<file path="config.mk">
export PLATFORM = sky130hd
export DESIGN_NAME = biq_tap_cell
export DESIGN_NICKNAME = d
export VERILOG_FILES = /design/src/design/biq_pkg.sv /design/src/design/biq_tap_cell.sv
export SDC_FILE = /design/constraint.sdc
export NUM_CORES = 2
export LEC_CHECK = 0
export BUFFER_PORTS_ARGS = -buffer_cell sky130_fd_sc_hd__buf_2
export CAP_MARGIN = 10
export CORE_AREA = 2 2 307 309
export CTS_CLUSTER_DIAMETER = 50
export DETAILED_ROUTE_END_ITERATION = 10
export DIE_AREA = 0 0 309 311
export GPL_ROUTABILITY_DRIVEN = 0
export GPL_TIMING_DRIVEN = 0
export PLACE_DENSITY = 0.57
export SETUP_SLACK_MARGIN = 0.02
export SLEW_MARGIN = 10
export SYNTH_ARGS = -nofsm -noshare
export SYNTH_HDL_FRONTEND = slang
export SYNTH_SLANG_ARGS = --single-unit
</file>
<file path="constraint.sdc">
create_clock -name clk -period 17 [get_ports clk]
set_input_delay 1.7 -clock clk [delete_from_list [all_inputs] [get_ports clk]]
set_output_delay 1.7 -clock clk [all_outputs]
set_load 0.03 [all_outputs]
</file>
<file path="src/design/biq_pkg.sv">
// Shared constants and types for the biquad filter.
package biq_pkg;

    localparam int COEF_BITS = 32;
    localparam int CFG_IDX_W = 3;

    typedef enum logic [CFG_IDX_W-1:0] {
        REG_FF_COEF0 = 3'd0,
        REG_FF_COEF1 = 3'd1,
        REG_FF_COEF2 = 3'd2,
        REG_FB_COEF1 = 3'd3,
        REG_FB_COEF2 = 3'd4
    } reg_idx_t;

    typedef struct packed {
        logic load;
        logic clear;
    } cell_ctrl_t;

endpackage

</file>
<file path="src/design/biq_tap_cell.sv">
// One tap of the filter: a history register, its coefficient product and a partial sum.
module biq_tap_cell #(
    parameter int SAMPLE_BITS = 24,
    parameter int ACC_BITS    = 59,
    parameter bit SUBTRACT    = 1'b0
) (
    input  logic                                 clk,
    input  logic                                 rst_n,
    input  biq_pkg::cell_ctrl_t                  ctrl,
    input  logic signed [biq_pkg::COEF_BITS-1:0] coef,
    input  logic signed [SAMPLE_BITS-1:0]        tap_in,
    output logic signed [SAMPLE_BITS-1:0]        tap_out,
    input  logic signed [ACC_BITS-1:0]           sum_in,
    output logic signed [ACC_BITS-1:0]           sum_out
);
    import biq_pkg::*;

    localparam int PROD_BITS = COEF_BITS + SAMPLE_BITS;

    logic signed [SAMPLE_BITS-1:0] tap_reg;
    logic signed [SAMPLE_BITS-1:0] operand;
    logic signed [PROD_BITS-1:0]   prod;

    // A restart makes the held history read as zero, both for the product
    // and for the value handed on to the next cell.
    assign operand = ctrl.clear ? '0 : tap_reg;
    assign tap_out = operand;
    assign prod    = coef * operand;

    always_comb
    begin
        if (SUBTRACT)
        begin
            sum_out = sum_in - ACC_BITS'(prod);
        end
        else
        begin
            sum_out = sum_in + ACC_BITS'(prod);
        end
    end

    always_ff @(posedge clk or negedge rst_n)
    begin
        if (!rst_n)
        begin
            tap_reg <= '0;
        end
        else if (ctrl.load)
        begin
            tap_reg <= tap_in;
        end
    end

endmodule

</file>
==> tab_implementation.tex <==
\begin{tabular}{lr}
\hline
Metric & Value \\
\hline
\multicolumn{2}{l}{\textbf{Finish}} \\
\quad Area used by multi-input combinational logic & 0.0259 mm2 \\
\quad NumNets Final & 4650 \\
\quad Filler Cells Inserted & 9891 \\
\quad Max reg flops & 24 \\
\quad Storage element area & 601 um2 \\
\quad Ratio of cells with drive above 1 in the final layout & 7.41\% \\
\quad Signed area change from the synthesized netlist to the final layout & 8.99\% \\
\quad Count of non-filler cells in the finished layout & 4750 \\
\multicolumn{2}{l}{\textbf{Global route}} \\
\quad Overflow left after global routing & 0 \\
\quad Total routing usage reported by global routing & 22.9\% \\
\quad First-pass GRT wire length & 161000 um \\
\quad Initial antenna violation count & 17 \\
\quad Via count of the first global-routing pass & 25300 \\
\quad Maximum number of pins on one net before global-route repair & 26 \\
\multicolumn{2}{l}{\textbf{STA}} \\
\quad Shortest period the worst path allows & 13140 ps \\
\quad Final slew viol count & 0 \\
\quad Tightest Pin Transition & 1350 ps \\
\quad Slew headroom & 9.92\% \\
\quad Final number of setup-violating endpoints & 0 \\
\quad Layout Skew & 0 ps \\
\quad Maximum clock frequency & 76.1 MHz \\
\quad Aggregate negative setup slack & 0 ps \\
\quad Fin Hold WS & 502 ps \\
\quad Final count of hold timing violations & 0 \\
\quad Post-route clock period utilization & 77.3\% \\
\quad Setup repair after global routing missed its margin & no \\
\multicolumn{2}{l}{\textbf{Placement}} \\
\quad Port Buf Inserts & 200 \\
\quad HPWL reported at the end of detailed placement & 93600 um \\
\quad Number of instances in the placed design & 4743 \\
\multicolumn{2}{l}{\textbf{CTS}} \\
\quad Root cell of the clock tree & sky130\_fd\_sc\_hd\_\_clkbuf\_16 \\
\quad Post\_cts resized & 0 \\
\quad Number of buffers inserted by post-CTS setup repair & 0 \\
\quad Number of buffers on the longest clock path & 2 \\
\quad CTS H-tree lvls & 1 \\
\quad CTS tree & built \\
\quad Insertion delay of the later-clocked pin in the worst-skew pair & 260 ps \\
\quad Num CTS Buffers & 3 \\
\quad Clock transition at the register clock pins on the worst setup and hold paths after CTS & 70 ps \\
\quad Sinks on Clock Net & 24 \\
\quad Cts hold-fix bufs & 0 \\
\multicolumn{2}{l}{\textbf{Route}} \\
\quad Via-to-Cell Ratio & 4.93 \\
\quad Number of detailed-route iterations in the first pass & 5 \\
\quad Overall via count from detail\_route & 23400 \\
\quad Detailed Route WL & 108000 um \\
\quad Iteration-0 DRC count of the detailed router & 1650 \\
\quad Routed WL per cell & 22.7 um \\
\quad DRC Markers & 0 \\
\quad Final ANT Viol Nets & 0 \\
\multicolumn{2}{l}{\textbf{Synthesis}} \\
\quad Synthesized Nets & 4443 \\
\quad Number of library cell types mapped by synthesis & 54 \\
\quad Xor-xnor portion of the synthesized cell area & 1.90\% \\
\quad Cell with the most instances after synthesis & sky130\_fd\_sc\_hd\_\_inv\_1 \\
\quad Top cell types by occurrence after synthesis & sky130\_fd\_sc\_hd\_\_inv\_1 (859), sky130\_fd\_sc\_hd\_\_fa\_1 (856), sky130\_fd\_sc\_hd\_\_nand2\_1 (486), sky130\_fd\_sc\_hd\_\_and2\_1 (298), sky130\_fd\_sc\_hd\_\_ha\_1 (181) \\
\quad Fraction of registers with async set or reset after synthesis & 100\% \\
\quad Sequential-to-total area share from yosys stat & 1.98\% \\
\quad EDFF count, synth & 0 \\
\quad Register bit total from synthesis & 24 \\
\quad Syn Area/Cell & 9.23 um2 \\
\quad Mapped Area & 0.0304 mm2 \\
\quad Adder and majority gate portion of the synthesized area & 63.9\% \\
\quad Multiplexer share of the synthesized area & 0.890\% \\
\quad Proportion of netlist area held by the largest area contributor & 56.5\% \\
\quad Synth warnings & 0 \\
\quad Complex-gate fraction of the synthesized area & 4.25\% \\
\quad Top area cells in the synthesized netlist & sky130\_fd\_sc\_hd\_\_fa\_1 (56\%), sky130\_fd\_sc\_hd\_\_inv\_1 (11\%), sky130\_fd\_sc\_hd\_\_ha\_1 (7.5\%) \\
\quad Library cell with the largest summed area after synthesis & sky130\_fd\_sc\_hd\_\_fa\_1 \\
\quad Combinational family with the most area after synthesis & adder cells \\
\quad Post-synth top flop & sky130\_fd\_sc\_hd\_\_dfrtp\_1 \\
\quad Synth Instances & 3287 \\
\quad Area fraction in and, or, nand and nor cells after synthesis & 14.4\% \\
\multicolumn{2}{l}{\textbf{Die}} \\
\quad Vertical die dimension & 311 um \\
\quad Initial Utilization & 32.7\% \\
\quad Std cell rows & 112 \\
\quad Core box area & 0.0928 mm2 \\
\quad Die Area & 0.0961 mm2 \\
\quad Number of ports placed on the die boundary & 202 \\
\quad DIE WIDTH & 309 um \\
\multicolumn{2}{l}{\textbf{Critical path}} \\
\quad Delay contributed by the slowest stage of the critical path & 1100 ps \\
\quad Slowest CP cell & sky130\_fd\_sc\_hd\_\_nor2b\_1 \\
\quad Critical path type & in -> out \\
\quad WP data required & 15300 ps \\
\quad Most frequent cell on the critical path & sky130\_fd\_sc\_hd\_\_fa\_1 \\
\quad Startpoint types & input port \\
\quad CP endpoint kind & output pin \\
\quad Critical Path Fanout Max & 10 \\
\quad Arr. time, crit path & 11440 ps \\
\multicolumn{2}{l}{\textbf{Outcome}} \\
\quad Status & finished, final reports clean \\
\multicolumn{2}{l}{\textbf{Worst hold path}} \\
\quad Type of the most critical hold path & reg -> reg \\
\multicolumn{2}{l}{\textbf{Flow run}} \\
\quad Max cap viols & 0 \\
\hline
\end{tabular}
## layout make-up
| type | instances | share of cell area, % |
|---|---|---|
| diodes | 3 | 0.0227 |
| plain buffers | 162 | 1.85 |
| clock buffers | 3 | 0.227 |
| clock inverters | 1 | 0.0908 |
| inverters | 859 | 9.75 |
| multi-input cells | 2242 | 78.4 |
| flip-flops and latches | 24 | 1.82 |
| well taps | 1254 | 4.74 |
| repair buffers | 202 | 3.13 |
## placed cells by master, fill, tap and decap left out, drive strengths merged, types with 8 or more instances in the layout
| cell type | count |
|---|---|
| fa | 856 |
| inv | 859 |
| buf | 203 |
| xor2 | 21 |
| mux2 | 24 |
| o21bai | 12 |
| a31oi | 11 |
| ha | 181 |
| nor2 | 60 |
| xnor2 | 45 |
| nand2 | 488 |
| nand4 | 8 |
| a21o | 34 |
| nand3 | 12 |
| nor2b | 26 |
| a21oi | 62 |
| dfrtp | 24 |
| clkbuf | 164 |
| and2 | 298 |
| o21ai | 32 |
## per-stage QoR
step / setup slack (ps) / util (%) / cell area, um2
after global routing: 3710 / 35.7 / 33100
after detailed placement: 3700 / 35.5 / 33000
after floorplan: 6240 / - / 30400
final: 3860 / 35.7 / 33100
after CTS: 3670 / 35.7 / 33100
after global placement: 3750 / 35.5 / 32900
## final timing paths
check                            start     endpoint  slack [ps]  cells after the start
max                            ctrl[0]  sum_out[58]        3860                     27
max reg2reg                 tap_reg[7]   tap_reg[7]       16190                      1
max in group asynchronous        rst_n   tap_reg[9]       15180                      1
min                        tap_reg[13]  tap_reg[13]         500                      1
min in group asynchronous        rst_n  tap_reg[20]        1430                      1
min reg2reg                tap_reg[13]  tap_reg[13]         500                      1
## metal layers
layer / wire (um) / up-vias / global-route usage [%]
met1: 39700 / 12200 / 28.3
met4: 7090 / 12 / 12.0
li1: - / 9808 / -
met2: 52400 / 1063 / 38.5
met3: 8480 / 270 / 3.24
met5: 66 / - / 0
## kinds of logic after synthesis
group | Yosys count
fa+ha+maj | 1037
buf+inv | 1021
compound gates | 194
flops | 24
xor+xnor | 66
mux | 24
simple gates | 921
## critical path, delay by kind of cell
| kind | cells | cell delay [ps] |
|---|---|---|
| buffers and inverters | 9 | 2190 |
| and+or+nand+nor | 2 | 1390 |
| adders and majority gates | 8 | 4580 |
| AOI/OAI and AO/OA | 7 | 1330 |
| xor gates and xnor gates | 1 | 230 |
Power is not shown: default switching activity piles up to over one toggle a cycle in this logic, so the estimate is an artifact.
