## src/design/biq_round_sat.sv

```systemverilog
// Rounds the wide sum to nearest and saturates it to the sample range.
module biq_round_sat #(
    parameter int SAMPLE_BITS    = 24,
    parameter int COEF_FRAC_BITS = 24,
    parameter int ACC_BITS       = 59
) (
    input  logic signed [ACC_BITS-1:0]    acc,
    output logic signed [SAMPLE_BITS-1:0] result,
    output logic                          clipped
);
    localparam int Q_BITS = ACC_BITS - COEF_FRAC_BITS;
    localparam logic signed [ACC_BITS-1:0] HALF = ACC_BITS'(1) << (COEF_FRAC_BITS - 1);
    localparam logic [SAMPLE_BITS-1:0] MAX_VAL = {1'b0, {(SAMPLE_BITS-1){1'b1}}};
    localparam logic [SAMPLE_BITS-1:0] MIN_VAL = {1'b1, {(SAMPLE_BITS-1){1'b0}}};

    logic signed [ACC_BITS-1:0] rounded;
    logic signed [Q_BITS-1:0]   quot;
    logic                       in_range;

    assign rounded = acc + HALF;
    assign quot    = Q_BITS'(rounded >>> COEF_FRAC_BITS);

    // The value fits when all bits from the sample sign bit upward agree.
    assign in_range = (&quot[Q_BITS-1:SAMPLE_BITS-1]) || !(|quot[Q_BITS-1:SAMPLE_BITS-1]);
    assign clipped  = !in_range;

    always_comb
    begin
        if (in_range)
        begin
            result = quot[SAMPLE_BITS-1:0];
        end
        else if (quot[Q_BITS-1])
        begin
            result = MIN_VAL;
        end
        else
        begin
            result = MAX_VAL;
        end
    end

endmodule

```

## config.mk

```make
export PLATFORM = sky130hd
export DESIGN_NAME = biq_round_sat
export DESIGN_NICKNAME = d
export VERILOG_FILES = /design/src/design/biq_round_sat.sv
export SDC_FILE = /design/constraint.sdc
export NUM_CORES = 1
export LEC_CHECK = 0
export BUFFER_PORTS_ARGS = -buffer_cell sky130_fd_sc_hd__buf_2
export CAP_MARGIN = 5
export CELL_PAD_IN_SITES_DETAIL_PLACEMENT = 1
export CELL_PAD_IN_SITES_GLOBAL_PLACEMENT = 1
export CORE_ASPECT_RATIO = 0.8
export CORE_MARGIN = 2
export CORE_UTILIZATION = 30
export DETAILED_ROUTE_END_ITERATION = 12
export PLACE_DENSITY_LB_ADDON = 0.1
export SETUP_SLACK_MARGIN = 0.5
export SLEW_MARGIN = 5
export SYNTH_ARGS = -nofsm -noshare
export SYNTH_HDL_FRONTEND = slang
export SYNTH_SLANG_ARGS = --single-unit
```

## constraint.sdc

```tcl
create_clock -name vclk -period 2.75
set_input_delay 0.275 -clock vclk [all_inputs]
set_output_delay 0.275 -clock vclk [all_outputs]
set_load 0.01 [all_outputs]
```

==> flow_summary.html <==
<table>
<tr><th>Metric</th><th>Value</th></tr>
<tr><th colspan="2">Status</th></tr>
<tr><td>Result of the run</td><td>finished, final reports clean</td></tr>
<tr><th colspan="2">STA</th></tr>
<tr><td>Final setup TNS</td><td>0 ns</td></tr>
<tr><td>PnR worst setup slack</td><td>0.06779 ns</td></tr>
<tr><td>Shortest clock period the worst path allows after layout</td><td>2.682 ns</td></tr>
<tr><td>Number of pins with negative max-slew slack in the final report</td><td>0</td></tr>
<tr><td>Unrepaired setup endpoints after global routing</td><td>yes</td></tr>
<tr><td>Total of endpoints with negative setup slack in the final report</td><td>0</td></tr>
<tr><td>Achievable frequency</td><td>372.8 MHz</td></tr>
<tr><td>Worst-margin pin slew</td><td>between 0.4 and 0.5 ns</td></tr>
<tr><td>Final Hold Violating Endpoints</td><td>0</td></tr>
<tr><td>Slew margin rel.</td><td>0.7072</td></tr>
<tr><td>Portion of the clock cycle consumed by the worst path in the final layout</td><td>0.9753</td></tr>
<tr><th colspan="2">GRT</th></tr>
<tr><td>Wire length of the first global-routing pass</td><td>~8600 um</td></tr>
<tr><td>Via count of the first global-routing pass</td><td>1766</td></tr>
<tr><td>Total grt overflow</td><td>0</td></tr>
<tr><td>Initial antenna violation count</td><td>0</td></tr>
<tr><td>All-Layer GR Usage</td><td>0.2140</td></tr>
<tr><td>Largest net degree at the start of global routing</td><td>22</td></tr>
<tr><th colspan="2">Synth</th></tr>
<tr><td>Most used standard cell by instance count after synthesis</td><td>o21ai_2</td></tr>
<tr><td>Gate count of the mapped netlist</td><td>approximately 170</td></tr>
<tr><td>Post-synth design cell area</td><td>0.001280 mm2</td></tr>
<tr><td>Leading cell types by count after synthesis</td><td>21 x o21ai_2, 16 x xnor2_1, 15 x nand4_1, 15 x xor2_1, 14 x nand2_1</td></tr>
<tr><td>Synth warn</td><td>0</td></tr>
<tr><td>Area share of the largest cell type after synthesis</td><td>0.1437</td></tr>
<tr><td>Netlist cell types</td><td>48</td></tr>
<tr><td>Leading area contributor after synthesis</td><td>o21ai_2</td></tr>
<tr><td>Nets in the synthesized netlist</td><td>233</td></tr>
<tr><td>Main area contributors after synthesis</td><td>o21ai_2 14%, xnor2_1 11%, xor2_1 10%, nand4_1 7.3%, nand2_1 4.1%</td></tr>
<tr><td>Synth Area per Inst</td><td>7.442 um2</td></tr>
<tr><td>Part of the Yosys area used for sequential elements</td><td>0</td></tr>
<tr><th colspan="2">Layout</th></tr>
<tr><td>Proportion of layout cells with a drive suffix above 1</td><td>0.5675</td></tr>
<tr><td>Number of nets in the layout</td><td>315</td></tr>
<tr><td>Antenna cell count</td><td>0</td></tr>
<tr><td>Total of fill cells in the finished design</td><td>between 500 and 600</td></tr>
<tr><td>FFs &amp; Latches</td><td>0</td></tr>
<tr><td>FF+latch area</td><td>0 um2</td></tr>
<tr><td>Area growth, synth to finish</td><td>68.72%</td></tr>
<tr><td>Filler-free cell count of the finished design</td><td>slightly above 300</td></tr>
<tr><td>Layout clock buffers</td><td>0</td></tr>
<tr><th colspan="2">Floorplanning</th></tr>
<tr><td>X dimension of the die</td><td>77.03 um</td></tr>
<tr><td>Starting density of the core</td><td>0.3083</td></tr>
<tr><td>Number of top-level pins</td><td>84</td></tr>
<tr><td>Full die area</td><td>~0.0048 mm2</td></tr>
<tr><td>Die span in y</td><td>62.43 um</td></tr>
<tr><td>Std-Cell Core Area</td><td>0.004151 mm2</td></tr>
<tr><td>Row count</td><td>21</td></tr>
<tr><th colspan="2">Worst setup path</th></tr>
<tr><td>Launch point of the critical path</td><td>acc[24]</td></tr>
<tr><td>CP peak stage delay</td><td>0.37 ns</td></tr>
<tr><td>Category of the most critical setup path</td><td>in2out</td></tr>
<tr><td>CP required</td><td>2.48 ns</td></tr>
<tr><td>Library cell contributing the largest single delay on the critical path</td><td>nor4_4</td></tr>
<tr><td>Cells traversed along the worst timing path</td><td>buf_12 -&gt; ha_4 -&gt; and3_4 -&gt; xnor2_2 -&gt; o41ai_2 -&gt; a21boi_2 -&gt; nor4_4 -&gt; a31oi_4 -&gt; clkbuf_16 -&gt; o21ai_2 -&gt; buf_2</td></tr>
<tr><td>CP arrival</td><td>2.41 ns</td></tr>
<tr><td>Crit path max fanout</td><td>5</td></tr>
<tr><td>Type of element launching the critical path</td><td>primary input</td></tr>
<tr><td>Critical Path Sink Type</td><td>output pin</td></tr>
<tr><th colspan="2">Hold path</th></tr>
<tr><td>Class of the tightest hold or removal check</td><td>in2out</td></tr>
<tr><td>Hold wc startpoint</td><td>acc[34]</td></tr>
<tr><th colspan="2">Pwr</th></tr>
<tr><td>Seq pwr share</td><td>0</td></tr>
<tr><td>Worst ir drop on vdd</td><td>between 0.00006 and 0.00007 V</td></tr>
<tr><td>Psw</td><td>143.1 uW</td></tr>
<tr><td>Total power</td><td>277.3 uW</td></tr>
<tr><td>Clock Power Share</td><td>0</td></tr>
<tr><td>Leakage</td><td>0.8283 nW</td></tr>
<tr><td>Switching portion of total power</td><td>0.5159</td></tr>
<tr><td>Power share of the combinational group</td><td>1.000</td></tr>
<tr><td>Internal Dissipation</td><td>134.2 uW</td></tr>
<tr><td>Cell area power density</td><td>128.4 mW/mm2</td></tr>
<tr><th colspan="2">Detailed routing</th></tr>
<tr><td>Number of routed nets with antenna violations</td><td>0</td></tr>
<tr><td>Drt drc</td><td>0</td></tr>
<tr><td>Vias per cell</td><td>5.485</td></tr>
<tr><td>Number of design-rule violations left by the first detailed-router iteration</td><td>51</td></tr>
<tr><td>First-pass detailed-route iteration total</td><td>4</td></tr>
<tr><td>Routed length per instance</td><td>roughly 17 um</td></tr>
<tr><td>Detailed-route via count</td><td>1695</td></tr>
<tr><td>Total Wirelength</td><td>5335 um</td></tr>
<tr><th colspan="2">Place</th></tr>
<tr><td>Inst Count DP</td><td>293</td></tr>
<tr><td>Setup slack after placement</td><td>0.02195 ns</td></tr>
<tr><td>Gpl congestion</td><td>approximately 0.85</td></tr>
<tr><td>HPWL Detailed</td><td>3893 um</td></tr>
<tr><td>IO buf count</td><td>61</td></tr>
<tr><th colspan="2">Clock tree</th></tr>
<tr><td>CTS hold repair buffers</td><td>0</td></tr>
<tr><th colspan="2">Run</th></tr>
<tr><td>MaxCap Viol Count</td><td>0</td></tr>
</table>
==> logic make-up (layout without fill, tap and decap cells) <==
kind of cell             Yosys count  count (layout)  synth area share
adder cells (fa/ha/maj)            2               2           0.01955
XOR/XNOR                          31              31            0.2121
buffers and inverters             11              91           0.05669
multiplexers                       1               1          0.008797
AND/OR/NAND/NOR                   87              87            0.4448
AO/OA/AOI/OAI                     40              40            0.2581
==> timing repair <==
item / 4_1_cts / 5_1_grt
gates cloned: 2 / 1
pin swaps: 2 / 31
setup buffers: 9 / 4
endpoints found under the hold margin: 0 / 0
endpoints found under the setup margin: 25 / 25
resized for setup: 45 / 15
==> placed cells by master (no fill, tap or decap), types with 2 or more instances in the layout <==
cell type  netlist  final
ha_4             0      2
a21oi_1          2      2
xor2_1          15     14
and4_4           2      2
nand2_2          0      2
nor3_1           8      8
buf_4            2     26
xnor2_2          0      3
o211ai_1         2      2
nand2_1         14     11
and3_1           5      3
and4_1           2      2
nand4_1         15     15
nand4_4          1      2
buf_2            1     42
clkbuf_16        0      3
buf_6            3      7
nor2_1          13     13
inv_1            3      3
nor4_1           2      2
and2_1           3      3
a31oi_1          3      3
o21ai_2         21     23
buf_12           0      5
nand3_1          6      6
xnor2_1         16     13
and3_4           1      3
nand3_4          1      2
buf_8            0      5
==> area by class of cell <==
type                            instances  area [um2]  area share
Multi-Input combinational cell        161        1343      0.6217
Inverter                                3       11.26    0.005214
Tap cell                               57       71.32     0.03302
Timing Repair Buffer                   88       734.5      0.3401
==> power by group through the flow <==
stage	clock (mW)	combinational [mW]	sequential [mW]
final	0	0.277	0
after global routing	0	0.298	0
after CTS	0	0.262	0
after detailed placement	0	0.220	0
after global placement	0	0.213	0
after floorplan	0	0.122	0
==> stage by stage <==
stage	util	area (um2)	hold slack (ns)
floorplan	-	1349	0.7279
global placement	0.4219	1752	0.9260
detailed placement	0.4219	1752	0.9381
CTS	0.4916	2041	0.9190
global route	0.5202	2160	0.9696
finish	0.5202	2160	0.9439
==> worst paths after layout <==
check         end  cells after the start
min    result[10]                      4
max    result[19]                     11
==> layer usage <==
metal | vias to the layer above | part of all wire | global-route usage
met5 | - | 0 | 0
met2 | 54 | 0.49 | 0.3827
met4 | 0 | 0.014 | 0.02455
met3 | 8 | 0.039 | 0.01012
met1 | 817 | 0.46 | 0.2944
li1 | 816 | - | -
==> worst max-delay path, delay by kind of cell <==
| family | cells | cell delay [ns] |
|---|---|---|
| AO/OA/AOI/OAI | 4 | 0.81 |
| AND/OR/NAND/NOR | 2 | 0.54 |
| buffers and inverters | 3 | 0.49 |
| adder cells (fa/ha/maj) | 1 | 0.16 |
| XOR/XNOR | 1 | 0.14 |
Note: power is estimated with default switching activity, not from simulation.
